## src/rtl/sncs_pkg.sv

```systemverilog
package sncs_pkg;

    localparam int PAGE_BYTES   = 256;
    localparam int SECTOR_BYTES = 4096;
    localparam int TOTAL_BYTES  = 2097152;
    localparam int CHIP_SECTORS = TOTAL_BYTES / SECTOR_BYTES;

    localparam int QUEUE_DEPTH  = 4;
    localparam int NSTEPS       = 19;

    // input kinds
    localparam logic [1:0] KIND_REQ   = 2'd0;
    localparam logic [1:0] KIND_REPLY = 2'd1;
    localparam logic [1:0] KIND_WDATA = 2'd2;

    // operations
    localparam logic [1:0] OP_READ_ID = 2'd0;
    localparam logic [1:0] OP_READ    = 2'd1;
    localparam logic [1:0] OP_WRITE   = 2'd2;
    localparam logic [1:0] OP_ERASE   = 2'd3;

    // result actions
    localparam logic [2:0] ACT_SEL   = 3'd0;
    localparam logic [2:0] ACT_REL   = 3'd1;
    localparam logic [2:0] ACT_SEND  = 3'd2;
    localparam logic [2:0] ACT_RDOUT = 3'd3;
    localparam logic [2:0] ACT_NEED  = 3'd4;
    localparam logic [2:0] ACT_DONE  = 3'd5;
    localparam logic [2:0] ACT_ID    = 3'd6;

    // flash opcodes
    localparam logic [7:0] CMD_WREN   = 8'h06;
    localparam logic [7:0] CMD_RDSR   = 8'h05;
    localparam logic [7:0] CMD_RDID   = 8'h9F;
    localparam logic [7:0] CMD_READ   = 8'h03;
    localparam logic [7:0] CMD_PP     = 8'h02;
    localparam logic [7:0] CMD_CE     = 8'h60;
    localparam logic [7:0] CMD_SE     = 8'h20;
    localparam logic [7:0] DUMMY_BYTE = 8'hFF;

    // step slots, emitted lowest first
    localparam int ST_REL0   = 0;
    localparam int ST_RDOUT  = 1;
    localparam int ST_SENDD  = 2;
    localparam int ST_WE_SEL = 3;
    localparam int ST_WE_CMD = 4;
    localparam int ST_WE_REL = 5;
    localparam int ST_SEL    = 6;
    localparam int ST_CMD    = 7;
    localparam int ST_A2     = 8;
    localparam int ST_A1     = 9;
    localparam int ST_A0     = 10;
    localparam int ST_FFW    = 11;
    localparam int ST_NEED   = 12;
    localparam int ST_REL    = 13;
    localparam int ST_P_SEL  = 14;
    localparam int ST_P_CMD  = 15;
    localparam int ST_P_FFW  = 16;
    localparam int ST_DONE   = 17;
    localparam int ST_ID     = 18;

    typedef logic [NSTEPS-1:0] step_mask_t;

    typedef struct packed {
        step_mask_t  mask;
        logic [7:0]  cmd;
        logic [23:0] addr;
        logic [7:0]  data;
        logic [15:0] dev;
    } entry_t;

    typedef struct packed {
        logic       full;
        logic       empty;
        logic [2:0] count;
    } queue_status_t;

endpackage

```

## src/rtl/sncs_front.sv

```systemverilog
module sncs_front (
    input  logic                clk,
    input  logic                rst_n,
    input  logic                accept,
    input  logic [1:0]          kind,
    input  logic [1:0]          operation,
    input  logic [23:0]         start_address,
    input  logic [15:0]         item_count,
    input  logic [7:0]          data_in,
    output logic                push,
    output sncs_pkg::entry_t    entry
);

    localparam logic [2:0] PH_IDLE   = 3'd0;
    localparam logic [2:0] PH_ID_MAN = 3'd1;
    localparam logic [2:0] PH_ID_HI  = 3'd2;
    localparam logic [2:0] PH_ID_LO  = 3'd3;
    localparam logic [2:0] PH_READ   = 3'd4;
    localparam logic [2:0] PH_WDATA  = 3'd5;
    localparam logic [2:0] PH_POLL   = 3'd6;

    logic [2:0]  phase_reg, phase_next;
    logic [1:0]  op_reg, op_next;
    logic [23:0] addr_reg, addr_next;
    logic [15:0] rem_reg, rem_next;
    logic [8:0]  pbl_reg, pbl_next;
    logic        aligned_reg, aligned_next;
    logic [23:0] gather_reg, gather_next;

    sncs_pkg::step_mask_t m;
    logic [7:0]  cmd;
    logic [7:0]  dat;
    logic [15:0] dev;
    logic [23:0] ent_addr;
    logic        do_prog, do_sec;
    logic [15:0] rem_dec;
    logic [8:0]  pbl_dec;

    always_comb
    begin
        phase_next   = phase_reg;
        op_next      = op_reg;
        addr_next    = addr_reg;
        rem_next     = rem_reg;
        pbl_next     = pbl_reg;
        aligned_next = aligned_reg;
        gather_next  = gather_reg;
        m            = '0;
        cmd          = 8'h00;
        dat          = 8'h00;
        dev          = 16'h0000;
        do_prog      = 1'b0;
        do_sec       = 1'b0;
        rem_dec      = rem_reg - 16'd1;
        pbl_dec      = pbl_reg - 9'd1;
        ent_addr     = addr_reg;

        if (accept)
        begin
            case (kind)
                sncs_pkg::KIND_REQ:
                begin
                    if (phase_reg == PH_IDLE)
                    begin
                        op_next   = operation;
                        addr_next = start_address;
                        rem_next  = item_count;
                        case (operation)
                            sncs_pkg::OP_READ_ID:
                            begin
                                gather_next = '0;
                                m[sncs_pkg::ST_SEL] = 1'b1;
                                m[sncs_pkg::ST_CMD] = 1'b1;
                                m[sncs_pkg::ST_FFW] = 1'b1;
                                cmd = sncs_pkg::CMD_RDID;
                                phase_next = PH_ID_MAN;
                            end
                            sncs_pkg::OP_READ:
                            begin
                                m[sncs_pkg::ST_SEL] = 1'b1;
                                m[sncs_pkg::ST_CMD] = 1'b1;
                                m[sncs_pkg::ST_A2]  = 1'b1;
                                m[sncs_pkg::ST_A1]  = 1'b1;
                                m[sncs_pkg::ST_A0]  = 1'b1;
                                cmd = sncs_pkg::CMD_READ;
                                if (item_count != 16'd0)
                                begin
                                    m[sncs_pkg::ST_FFW] = 1'b1;
                                    phase_next = PH_READ;
                                end
                                else
                                begin
                                    m[sncs_pkg::ST_REL]  = 1'b1;
                                    m[sncs_pkg::ST_DONE] = 1'b1;
                                end
                            end
                            sncs_pkg::OP_WRITE:
                            begin
                                aligned_next = ((start_address &
                                    24'(sncs_pkg::PAGE_BYTES - 1)) == 24'd0);
                                if (item_count == 16'd0)
                                    m[sncs_pkg::ST_DONE] = 1'b1;
                                else
                                    do_prog = 1'b1;
                            end
                            default:
                            begin
                                if (start_address == 24'd0 &&
                                    item_count == 16'(sncs_pkg::CHIP_SECTORS))
                                begin
                                    rem_next = 16'd0;
                                    m[sncs_pkg::ST_WE_SEL] = 1'b1;
                                    m[sncs_pkg::ST_WE_CMD] = 1'b1;
                                    m[sncs_pkg::ST_WE_REL] = 1'b1;
                                    m[sncs_pkg::ST_SEL]    = 1'b1;
                                    m[sncs_pkg::ST_CMD]    = 1'b1;
                                    m[sncs_pkg::ST_REL]    = 1'b1;
                                    m[sncs_pkg::ST_P_SEL]  = 1'b1;
                                    m[sncs_pkg::ST_P_CMD]  = 1'b1;
                                    m[sncs_pkg::ST_P_FFW]  = 1'b1;
                                    cmd = sncs_pkg::CMD_CE;
                                    phase_next = PH_POLL;
                                end
                                else if (item_count == 16'd0)
                                    m[sncs_pkg::ST_DONE] = 1'b1;
                                else
                                    do_sec = 1'b1;
                            end
                        endcase
                    end
                end
                sncs_pkg::KIND_REPLY:
                begin
                    case (phase_reg)
                        PH_ID_MAN:
                        begin
                            gather_next[23:16] = data_in;
                            m[sncs_pkg::ST_FFW] = 1'b1;
                            phase_next = PH_ID_HI;
                        end
                        PH_ID_HI:
                        begin
                            gather_next[15:8] = data_in;
                            m[sncs_pkg::ST_FFW] = 1'b1;
                            phase_next = PH_ID_LO;
                        end
                        PH_ID_LO:
                        begin
                            gather_next[7:0] = data_in;
                            m[sncs_pkg::ST_REL] = 1'b1;
                            m[sncs_pkg::ST_ID]  = 1'b1;
                            dat = gather_reg[23:16];
                            dev = {gather_reg[15:8], data_in};
                            phase_next = PH_IDLE;
                        end
                        PH_READ:
                        begin
                            m[sncs_pkg::ST_RDOUT] = 1'b1;
                            dat = data_in;
                            rem_next  = rem_dec;
                            addr_next = addr_reg + 24'd1;
                            if (rem_dec != 16'd0)
                                m[sncs_pkg::ST_FFW] = 1'b1;
                            else
                            begin
                                m[sncs_pkg::ST_REL]  = 1'b1;
                                m[sncs_pkg::ST_DONE] = 1'b1;
                                phase_next = PH_IDLE;
                            end
                        end
                        PH_POLL:
                        begin
                            m[sncs_pkg::ST_REL0] = 1'b1;
                            if (data_in[0])
                            begin
                                m[sncs_pkg::ST_P_SEL] = 1'b1;
                                m[sncs_pkg::ST_P_CMD] = 1'b1;
                                m[sncs_pkg::ST_P_FFW] = 1'b1;
                            end
                            else if (rem_reg == 16'd0)
                            begin
                                m[sncs_pkg::ST_DONE] = 1'b1;
                                phase_next = PH_IDLE;
                            end
                            else if (op_reg == sncs_pkg::OP_WRITE)
                                do_prog = 1'b1;
                            else
                                do_sec = 1'b1;
                        end
                        default:
                        begin
                        end
                    endcase
                end
                sncs_pkg::KIND_WDATA:
                begin
                    if (phase_reg == PH_WDATA)
                    begin
                        m[sncs_pkg::ST_SENDD] = 1'b1;
                        dat = data_in;
                        addr_next = addr_reg + 24'd1;
                        rem_next  = rem_dec;
                        pbl_next  = pbl_dec;
                        if (pbl_dec != 9'd0 && rem_dec != 16'd0)
                            m[sncs_pkg::ST_NEED] = 1'b1;
                        else
                        begin
                            m[sncs_pkg::ST_REL]   = 1'b1;
                            m[sncs_pkg::ST_P_SEL] = 1'b1;
                            m[sncs_pkg::ST_P_CMD] = 1'b1;
                            m[sncs_pkg::ST_P_FFW] = 1'b1;
                            phase_next = PH_POLL;
                        end
                    end
                end
                default:
                begin
                end
            endcase
        end

        // address bytes go out before any sector advance
        ent_addr = addr_next;

        if (do_prog)
        begin
            if (aligned_next)
                pbl_next = (rem_next > 16'(sncs_pkg::PAGE_BYTES)) ?
                           9'(sncs_pkg::PAGE_BYTES) : rem_next[8:0];
            else
                pbl_next = 9'd1;
            m[sncs_pkg::ST_WE_SEL] = 1'b1;
            m[sncs_pkg::ST_WE_CMD] = 1'b1;
            m[sncs_pkg::ST_WE_REL] = 1'b1;
            m[sncs_pkg::ST_SEL]    = 1'b1;
            m[sncs_pkg::ST_CMD]    = 1'b1;
            m[sncs_pkg::ST_A2]     = 1'b1;
            m[sncs_pkg::ST_A1]     = 1'b1;
            m[sncs_pkg::ST_A0]     = 1'b1;
            m[sncs_pkg::ST_NEED]   = 1'b1;
            cmd = sncs_pkg::CMD_PP;
            phase_next = PH_WDATA;
        end

        if (do_sec)
        begin
            m[sncs_pkg::ST_WE_SEL] = 1'b1;
            m[sncs_pkg::ST_WE_CMD] = 1'b1;
            m[sncs_pkg::ST_WE_REL] = 1'b1;
            m[sncs_pkg::ST_SEL]    = 1'b1;
            m[sncs_pkg::ST_CMD]    = 1'b1;
            m[sncs_pkg::ST_A2]     = 1'b1;
            m[sncs_pkg::ST_A1]     = 1'b1;
            m[sncs_pkg::ST_A0]     = 1'b1;
            m[sncs_pkg::ST_REL]    = 1'b1;
            m[sncs_pkg::ST_P_SEL]  = 1'b1;
            m[sncs_pkg::ST_P_CMD]  = 1'b1;
            m[sncs_pkg::ST_P_FFW]  = 1'b1;
            cmd = sncs_pkg::CMD_SE;
            rem_next  = rem_next - 16'd1;
            addr_next = addr_next + 24'(sncs_pkg::SECTOR_BYTES);
            phase_next = PH_POLL;
        end
    end

    assign push       = accept && (m != '0);
    assign entry.mask = m;
    assign entry.cmd  = cmd;
    assign entry.addr = ent_addr;
    assign entry.data = dat;
    assign entry.dev  = dev;

    always_ff @(posedge clk or negedge rst_n)
    begin
        if (!rst_n)
        begin
            phase_reg   <= PH_IDLE;
            op_reg      <= '0;
            addr_reg    <= '0;
            rem_reg     <= '0;
            pbl_reg     <= '0;
            aligned_reg <= 1'b0;
            gather_reg  <= '0;
        end
        else
        begin
            phase_reg   <= phase_next;
            op_reg      <= op_next;
            addr_reg    <= addr_next;
            rem_reg     <= rem_next;
            pbl_reg     <= pbl_next;
            aligned_reg <= aligned_next;
            gather_reg  <= gather_next;
        end
    end

endmodule

```

## src/rtl/sncs_queue.sv

```systemverilog
module sncs_queue (
    input  logic                    clk,
    input  logic                    rst_n,
    input  logic                    push,
    input  sncs_pkg::entry_t        wr_entry,
    input  logic                    pop,
    output sncs_pkg::entry_t        head,
    output sncs_pkg::queue_status_t status
);

    localparam int AW = $clog2(sncs_pkg::QUEUE_DEPTH);

    sncs_pkg::entry_t mem [sncs_pkg::QUEUE_DEPTH];
    logic [AW-1:0] wp_reg, rp_reg;
    logic [AW:0]   cnt_reg;

    assign head          = mem[rp_reg];
    assign status.count  = 3'(cnt_reg);
    assign status.full   = (cnt_reg == (AW+1)'(sncs_pkg::QUEUE_DEPTH));
    assign status.empty  = (cnt_reg == '0);

    always_ff @(posedge clk)
    begin
        if (push)
            mem[wp_reg] <= wr_entry;
    end

    always_ff @(posedge clk or negedge rst_n)
    begin
        if (!rst_n)
        begin
            wp_reg  <= '0;
            rp_reg  <= '0;
            cnt_reg <= '0;
        end
        else
        begin
            if (push)
                wp_reg <= wp_reg + 1'b1;
            if (pop)
                rp_reg <= rp_reg + 1'b1;
            cnt_reg <= cnt_reg + (AW+1)'(push) - (AW+1)'(pop);
        end
    end

endmodule

```

## src/rtl/sncs_back.sv

```systemverilog
module sncs_back (
    input  logic                    clk,
    input  logic                    rst_n,
    input  sncs_pkg::entry_t        head,
    input  logic                    head_valid,
    output logic                    pop,
    output logic                    out_valid,
    input  logic                    out_ready,
    output logic [2:0]              action,
    output logic [7:0]              send_value,
    output logic                    reply_wanted,
    output logic [15:0]             device_code,
    output logic                    last_of_run
);

    sncs_pkg::step_mask_t done_reg;
    sncs_pkg::step_mask_t pending, pick;
    logic [4:0]  idx;
    logic        last;
    logic        advance;
    logic [2:0]  act;
    logic [7:0]  val;
    logic        want;
    logic [15:0] dv;

    logic        valid_reg;
    logic [2:0]  act_reg;
    logic [7:0]  val_reg;
    logic        want_reg;
    logic [15:0] dev_reg;
    logic        last_reg;

    assign pending = head.mask & ~done_reg;
    assign pick    = pending & (~pending + 1'b1);
    assign last    = ((pending & ~pick) == '0);
    assign advance = head_valid && (!valid_reg || out_ready);
    assign pop     = advance && last;

    always_comb
    begin
        idx = '0;
        for (int i = 0; i < sncs_pkg::NSTEPS; i++)
        begin
            if (pick[i])
                idx = 5'(i);
        end
    end

    always_comb
    begin
        act  = sncs_pkg::ACT_SEND;
        val  = 8'h00;
        want = 1'b0;
        dv   = 16'h0000;
        case (idx)
            5'(sncs_pkg::ST_REL0), 5'(sncs_pkg::ST_WE_REL), 5'(sncs_pkg::ST_REL):
                act = sncs_pkg::ACT_REL;
            5'(sncs_pkg::ST_WE_SEL), 5'(sncs_pkg::ST_SEL), 5'(sncs_pkg::ST_P_SEL):
                act = sncs_pkg::ACT_SEL;
            5'(sncs_pkg::ST_RDOUT):
            begin
                act = sncs_pkg::ACT_RDOUT;
                val = head.data;
            end
            5'(sncs_pkg::ST_SENDD):
                val = head.data;
            5'(sncs_pkg::ST_WE_CMD):
                val = sncs_pkg::CMD_WREN;
            5'(sncs_pkg::ST_CMD):
                val = head.cmd;
            5'(sncs_pkg::ST_A2):
                val = head.addr[23:16];
            5'(sncs_pkg::ST_A1):
                val = head.addr[15:8];
            5'(sncs_pkg::ST_A0):
                val = head.addr[7:0];
            5'(sncs_pkg::ST_FFW), 5'(sncs_pkg::ST_P_FFW):
            begin
                val  = sncs_pkg::DUMMY_BYTE;
                want = 1'b1;
            end
            5'(sncs_pkg::ST_NEED):
                act = sncs_pkg::ACT_NEED;
            5'(sncs_pkg::ST_P_CMD):
                val = sncs_pkg::CMD_RDSR;
            5'(sncs_pkg::ST_DONE):
                act = sncs_pkg::ACT_DONE;
            5'(sncs_pkg::ST_ID):
            begin
                act = sncs_pkg::ACT_ID;
                val = head.data;
                dv  = head.dev;
            end
            default:
                act = sncs_pkg::ACT_SEND;
        endcase
    end

    always_ff @(posedge clk or negedge rst_n)
    begin
        if (!rst_n)
        begin
            valid_reg <= 1'b0;
            done_reg  <= '0;
        end
        else if (advance)
        begin
            valid_reg <= 1'b1;
            done_reg  <= last ? '0 : (done_reg | pick);
        end
        else if (out_ready)
            valid_reg <= 1'b0;
    end

    always_ff @(posedge clk)
    begin
        if (advance)
        begin
            act_reg  <= act;
            val_reg  <= val;
            want_reg <= want;
            dev_reg  <= dv;
            last_reg <= last;
        end
    end

    assign out_valid    = valid_reg;
    assign action       = act_reg;
    assign send_value   = val_reg;
    assign reply_wanted = want_reg;
    assign device_code  = dev_reg;
    assign last_of_run  = last_reg;

endmodule

```

## src/rtl/spi_nor_flash_command_sequencer.sv

```systemverilog
// channel   dir  handshake                    payload
// s_axis    in   s_axis_tvalid/s_axis_tready  tuser kind, tdata request/byte
// m_axis    out  m_axis_tvalid/m_axis_tready  tdata result, tlast last of run
//
// An input item is taken whenever the four-entry queue has room;
// the front updates all sequencing state in the cycle it is taken.
// The back emits one result a cycle from the queue head unless the output
// stalls, so an item yields 0 to 13 results, one per step its entry carries.
// Reset clears the phase and queue; no clearing pass. Either side may stall.
module spi_nor_flash_command_sequencer (
    input  logic        clk,
    input  logic        rst_n,
    input  logic        s_axis_tvalid,
    output logic        s_axis_tready,
    // [1:0] operation, [25:2] start_address, [41:26] item_count, [49:42] data_in
    input  logic [55:0] s_axis_tdata,
    // [1:0] kind
    input  logic [1:0]  s_axis_tuser,
    output logic        m_axis_tvalid,
    input  logic        m_axis_tready,
    // [2:0] action, [10:3] send_value, [11] reply_wanted, [27:12] device_code
    output logic [31:0] m_axis_tdata,
    output logic        m_axis_tlast
);

    sncs_pkg::entry_t        wr_entry, head;
    sncs_pkg::queue_status_t qs;
    logic push, pop, accept;
    logic [2:0]  action;
    logic [7:0]  send_value;
    logic        reply_wanted;
    logic [15:0] device_code;

    assign s_axis_tready = !qs.full;
    assign accept        = s_axis_tvalid && s_axis_tready;

    sncs_front u_front (
        .clk           (clk),
        .rst_n         (rst_n),
        .accept        (accept),
        .kind          (s_axis_tuser),
        .operation     (s_axis_tdata[1:0]),
        .start_address (s_axis_tdata[25:2]),
        .item_count    (s_axis_tdata[41:26]),
        .data_in       (s_axis_tdata[49:42]),
        .push          (push),
        .entry         (wr_entry)
    );

    sncs_queue u_queue (
        .clk      (clk),
        .rst_n    (rst_n),
        .push     (push),
        .wr_entry (wr_entry),
        .pop      (pop),
        .head     (head),
        .status   (qs)
    );

    sncs_back u_back (
        .clk          (clk),
        .rst_n        (rst_n),
        .head         (head),
        .head_valid   (!qs.empty),
        .pop          (pop),
        .out_valid    (m_axis_tvalid),
        .out_ready    (m_axis_tready),
        .action       (action),
        .send_value   (send_value),
        .reply_wanted (reply_wanted),
        .device_code  (device_code),
        .last_of_run  (m_axis_tlast)
    );

    assign m_axis_tdata = {4'h0, device_code, reply_wanted, send_value, action};

    a_no_overflow: assert property (@(posedge clk) disable iff (!rst_n)
        push |-> !qs.full)
        else $error("queue written while full");

    a_no_underflow: assert property (@(posedge clk) disable iff (!rst_n)
        pop |-> !qs.empty)
        else $error("queue popped while empty");

    a_count_step: assert property (@(posedge clk) disable iff (!rst_n)
        (push && !pop) |=> (qs.count == $past(qs.count) + 3'd1))
        else $error("queue count did not follow a push");

endmodule
```

## config.mk

```make
export PLATFORM = sky130hd
export DESIGN_NAME = spi_nor_flash_command_sequencer
export DESIGN_NICKNAME = d
export VERILOG_FILES = /design/src/rtl/sncs_pkg.sv /design/src/rtl/sncs_front.sv /design/src/rtl/sncs_queue.sv /design/src/rtl/sncs_back.sv /design/src/rtl/spi_nor_flash_command_sequencer.sv
export SDC_FILE = /design/constraint.sdc
export NUM_CORES = 1
export LEC_CHECK = 0
export ABC_AREA = 1
export BUFFER_PORTS_ARGS = -buffer_cell sky130_fd_sc_hd__buf_2
export CAP_MARGIN = 25
export CORE_MARGIN = 5
export CORE_UTILIZATION = 60
export CTS_CLUSTER_SIZE = 12
export DETAILED_ROUTE_END_ITERATION = 6
export GPL_TIMING_DRIVEN = 0
export PLACE_DENSITY = 0.78
export SYNTH_ARGS = -nofsm -noshare
export SYNTH_HDL_FRONTEND = slang
export SYNTH_SLANG_ARGS = --single-unit
export TNS_END_PERCENT = 30
```

## constraint.sdc

```tcl
create_clock -name clk -period 11.4 [get_ports clk]
set_input_delay 2.28 -clock clk [delete_from_list [all_inputs] [get_ports clk]]
set_output_delay 2.28 -clock clk [all_outputs]
set_load 0.05 [all_outputs]
```

# Word-level counts from Yosys, hierarchy flattened
# Memory sizes are Yosys's and may differ from the RTL's.
# Cells that the tools add are included.
# word_totals
ff_bits	127
latch_bits	0
ramBits	300
mem_bits_ro	0
output_inout_bits	35
elab_cells	272
memories	1
# memory_table
name	depth	width	read_ports	rd_clocked_by_memory_dff	write_ports	line	text
u_queue.mem	4	75	1	0	1	sncs_queue.sv:13	sncs_pkg::entry_t mem [sncs_pkg::QUEUE_DEPTH];
# classes
add_sub_neg	10
mul	0
div_mod_pow	0
n_lt_le_gt_ge	1
n_eq_ne	45
shift	0
n_mux	146
n_bitwise	7
reduce_logical	44
# op_table
operator	count
$mux W24	7
$mux W16	10
$mux W8	13
$mux W5	20
$pmux W24 S3	1
$pmux W8 S8	1
$mux W9	7
$and A19 B19 Y19	3
$not A19 Y19	3
$logic_not A24 Y1	2
$mux W3	16
$pmux W16 S3	1
$pmux W24 S2	1
$mux W1	43
$eq A5 B4 Y1 const B	8
$mux W19	2
$logic_not A16 Y1	2
$pmux W8 S2	2
$reduce_bool A16 Y1	2
$sub A16 B1 Y16 const B	2
$add A24 B1 Y24 const B	1
$add A24 B13 Y24 const B	1
$pmux W8 S3	1
$eq A5 B3 Y1 const B	4
other kinds (51)	100

# Depth between registers and ports, before layout
# depth
word_depth	26
ltp_mapped	25

# Modules after synthesis
# From an unflattened synthesis, not the netlist that was laid out.
# unflattened
hier_cells	2713
hier_area_um2	22655.5
# modules_own_cells
mod	n_inst	cells_per_inst	area_per_inst_um2	seq_area_each_um2
sncs_queue	1	1221	13016.2	9183.8
sncs_front	1	1109	6706.4	1776.7
sncs_back	1	373	2874.0	1371.3
spi_nor_flash_command_sequencer	1	10	58.8	0.0

# Worst setup path after synthesis
# OpenSTA, ideal clock, no wires.
# synth_timing
path_type	in2reg
start	input s_axis_tuser[1]
end	memory u_queue.mem[0][0] (netlist name) (enable)
t_arrival_ns	6.514
t_required_ns	10.911
setup_slack_ns	4.397
cell_stages	13
path_buffers	1
path_cell_list	inv_1 ha_1 buf_2 inv_2 nor2_1 inv_1 nor2_1 nor4_1 nand4_1 a21oi_1 nand3_1 nand2_1 nor2_1
# synth_lines
element	line	text
from (decl)	spi_nor_flash_command_sequencer.sv:18	input logic [1:0] s_axis_tuser,
to (decl)	sncs_queue.sv:13	

==> key figures <==
Yosys
  – Share of the synthesized area in the top cell type: between 40 and 50%
  – Netlist Area Pre-Place: 19500 sq um
  – Asr flop ratio synth: 25.3%
  – Post-synth EDFFs: 289
  – Synth Area in Compound Gates: 10.1%
  – Register area share after synthesis: 57.1%
  – Synth unique cells: 54
  – Synth warn: 0
  – Area leader, netlist: edfxtp_1
  – Post-synthesis simple-gate area fraction: 23.3%
  – Largest family of logic cells by synthesized area: simple AND/OR/NAND/NOR gates
  – Syn_area_per_cell: slightly above 9 sq um
  – Post-Synthesis Cells: 2152
  – Most used DFF post-synth: edfxtp_1
  – Xor/xnor share of the synthesized area: roughly 1.4%
  – Main area contributors after synthesis: edfxtp_1, dfrtp_1, nand2_1
  – Mux contribution to synthesized area: less than 1%
  – Post-synthesis register bit count: 387
  – Adder-cell share of the synthesized area: 1.32%

Detailed routing
  – Via count: 16200
  – Via density per instance: 5.86
  – DRC errors left: 0
  – DRT iter0 DRCs: 1990
  – Antenna viol nets, final: 0
  – Routed len/inst: ~20 microns
  – Final WL: 56.1 mm
  – Pre-Repair DR Iteration Count: 7

Setup path
  – Worst Path Arrival: 6.17 ns
  – Nature of the critical path endpoint: flip-flop
  – Largest fanout on the critical path: 25
  – Worst Path Required: 11.63 ns
  – Crit-path slowest cell: nor2_4
  – Slowest stage delay, CP: a little over 0.8 ns
  – Worst-path cell chain: buf_2 > inv_1 > ha_1 > buf_2 > inv_2 > nor2_1 > inv_1 > nor2_1 > nor4_1 > nand4_1 > a21oi_1 > nand3_1 > nand2_1 > nor2_4 > buf_16 > buf_12
  – Crit Path Class: in2reg
  – Startpoint types: primary input

Timing
  – Slew margin rel.: a little under two fifths
  – Hold WS: 0.494 ns
  – Worst Tran Pin Value: 0.945 ns
  – Fin. max-slew vios: 0
  – RSZ-0062 raised after global routing: false
  – Fmax: 168 MHz
  – Final hold violations: 0
  – Fin crit share: 52.1%
  – Crit path time final: a little under 6 ns
  – Setup WS post-layout: 5.46 ns
  – Worst Clk Skew: 0.0217 ns
  – Final setup violating endpoints: 0
  – Setup tns final: 0 ns

Cells and area
  – Share of layout cells above drive strength 1: between 10% and 20%
  – Nets@finish: 2376
  – Layout Cells excl Fill: 2769
  – Antenna Cells: 0
  – Final instance area: between 20000 and 25000 sq um
  – Layout area overhead: 13.2%
  – Number of flip-flops in the largest register: 260

Floorplanning
  – Die ar.: 36200 sq um
  – Starting density of the core: about three fifths
  – X dimension of the die: 190 microns
  – I/O pin total: 97
  – Rows: 66
  – Core box area: 32300 sq um
  – Die Ht: between 150 and 200 microns

GRT
  – Tot GR Track Use: 31.2%
  – Pin count of the biggest net entering global routing: 39
  – Overflow after GRT: 0
  – Global-route wire length before repair: 87.7 mm
  – Vias in the first global route: ~16000
  – Initial antenna violation count: 2

CTS
  – Post-CTS resize count: 0
  – Clock Latency Late Sink: 0.55 ns
  – H-tree depth: 2
  – TritonCTS Buffers: 41
  – # hold bufs at CTS: 0
  – Setup Buffers After CTS: 0
  – CTS tree: yes
  – Clock tree buffer depth: 3
  – Root buf cell: clkbuf_16
  – Clk sinks: 387
  – Clock slew at reported path FFs: 0.06 ns

Power and ir drop
  – Worst-case vdd ir drop: 0.169 mV
  – Lkg Pwr: 0.00942 uW
  – Pwr/cell area: ~270 nW/um^2

Place
  – Post-DP Area: 20800 sq um
  – Final HPWL DP: 40.6 mm
  – Placed cells: 2693
  – I/O Buffers: 85
  – Pre-CTS worst setup slack: between 4 and 5 ns
  – GPL Wtd Cong: approximately 0.96

Run
  – Maxcap violations: 0

Run status
  – Outcome: complete, no violations

Hold path
  – Hold Crit Class: reg2reg
==> placed cells by master, fill, tap and decap left out, types with 16 or more instances in the layout <==
master     netlist  final
nor3_1          27     27
nor2_1         247    243
clkbuf_16        0     41
edfxtp_1       289    289
clkbuf_1        41     59
a22oi_1         16     16
nor2_2          16     16
inv_2           21     21
ha_1            19     19
nand3_1        161    161
xor2_1          24     24
a21oi_1        115    115
dfrtp_1         98     98
nand4_1         33     33
inv_1          220    220
o21ai_0        125    125
a221oi_1        18     18
nand2_1        521    521
buf_2           13     97
==> through the flow <==
stage / power (uW) / util (%)
final: 5930 / 68.3
after global routing: 6290 / 68.3
after CTS: 5910 / 68.3
after detailed placement: 4570 / 64.3
after global placement: 4510 / 63.4
after floorplan: 3790 / -
==> cell type report <==
class	count	area, sq um
inverter	243	912
clock buffer	62	1120
clock inverter	14	189
sequential	387	11100
tap	442	553
multi-input combinational	1447	7090
fill	2496	10200
buffer	78	397
timing repair buffer	96	671
==> path summary, 6_finish.rpt <==
path / from / to / slack, ns / cells past startpoint
min reg2reg: u_back.done_reg[9]$_DFFE_PN0P_ / u_back.done_reg[9]$_DFFE_PN0P_ / 0.49 / 1
max reg2reg: u_queue.cnt_reg[1]$_DFF_PN0_ / u_queue.mem[3][34]$_DFFE_PP_ / 7.12 / 13
max: s_axis_tuser[1] / u_queue.mem[3][34]$_DFFE_PP_ / 5.46 / 16
max in group asynchronous: rst_n / u_front.gather_reg[14]$_DFFE_PN0P_ / 8.90 / 3
min in group asynchronous: rst_n / u_back.done_reg[17]$_DFFE_PN0P_ / 1.68 / 1
min: u_back.done_reg[9]$_DFFE_PN0P_ / u_back.done_reg[9]$_DFFE_PN0P_ / 0.49 / 1
==> synth_stat cells (2+ instances only) <==
master and instances:
nand2_2 15, nor2_4 5, nand3b_1 5, a22o_1 3
o21a_1 3, o211ai_1 6, buf_2 13, a22oi_4 2
o31ai_1 2, buf_1 8, inv_2 21, nand3_2 10
a22oi_1 16, o32ai_1 2, nand3b_2 3, xnor2_1 7
nand2_1 521, nor3_1 27, ha_1 19, xor2_1 24
inv_1 220, a211o_1 3, o21ai_0 125, buf_4 9
o21bai_1 3, o22ai_1 15, a221oi_1 18, a221o_1 2
nor2_2 16, buf_6 7, clkbuf_1 41, a31oi_1 11
nor4_1 4, dfrtp_1 98, o21ai_1 7, nor2_1 247
edfxtp_1 289, nand3_1 161, o21ai_2 2, clkinv_1 2
nand4_1 33, a21oi_1 115
==> report_power, final <==
| group | total (uW) | leakage [uW] | switching, uW | internal (uW) |
|---|---|---|---|---|
| Clock | 1330 | 0.000631 | 548 | 778 |
| Combinational | 2600 | 0.00491 | 1880 | 713 |
| Sequential | 2000 | 0.00388 | 162 | 1840 |
| Total | 5930 | 0.00942 | 2590 | 3330 |
==> critical path, delay by kind of cell <==
| family | cells | cell delay [ns] |
|---|---|---|
| AO/OA/AOI/OAI | 1 | 0.06 |
| AND/OR/NAND/NOR | 7 | 2.57 |
| adder cells (fa/ha/maj) | 1 | 0.15 |
| buffers and inverters | 7 | 1.09 |
==> routing by layer <==
layer	wire length, microns	share of wire, %	GRT usage (%)	vias to the layer above
met2	26000	46	50.1	854
met4	2650	4.7	13.7	2
met3	5290	9.4	6.19	171
li1	-	-	-	7547
met1	22100	39	41.9	7664
met5	13	0.023	0	-
==> cells by family (layout without fill, tap and decap cells) <==
family,Yosys count,count (layout)
mux,1,1
simple gates,1053,1053
buf+inv,321,493
flops,387,387
xor+xnor,31,31
fa+ha+maj,20,20
compound gates,338,338
other cells,1,4
(Power assumes the default switching activity.)
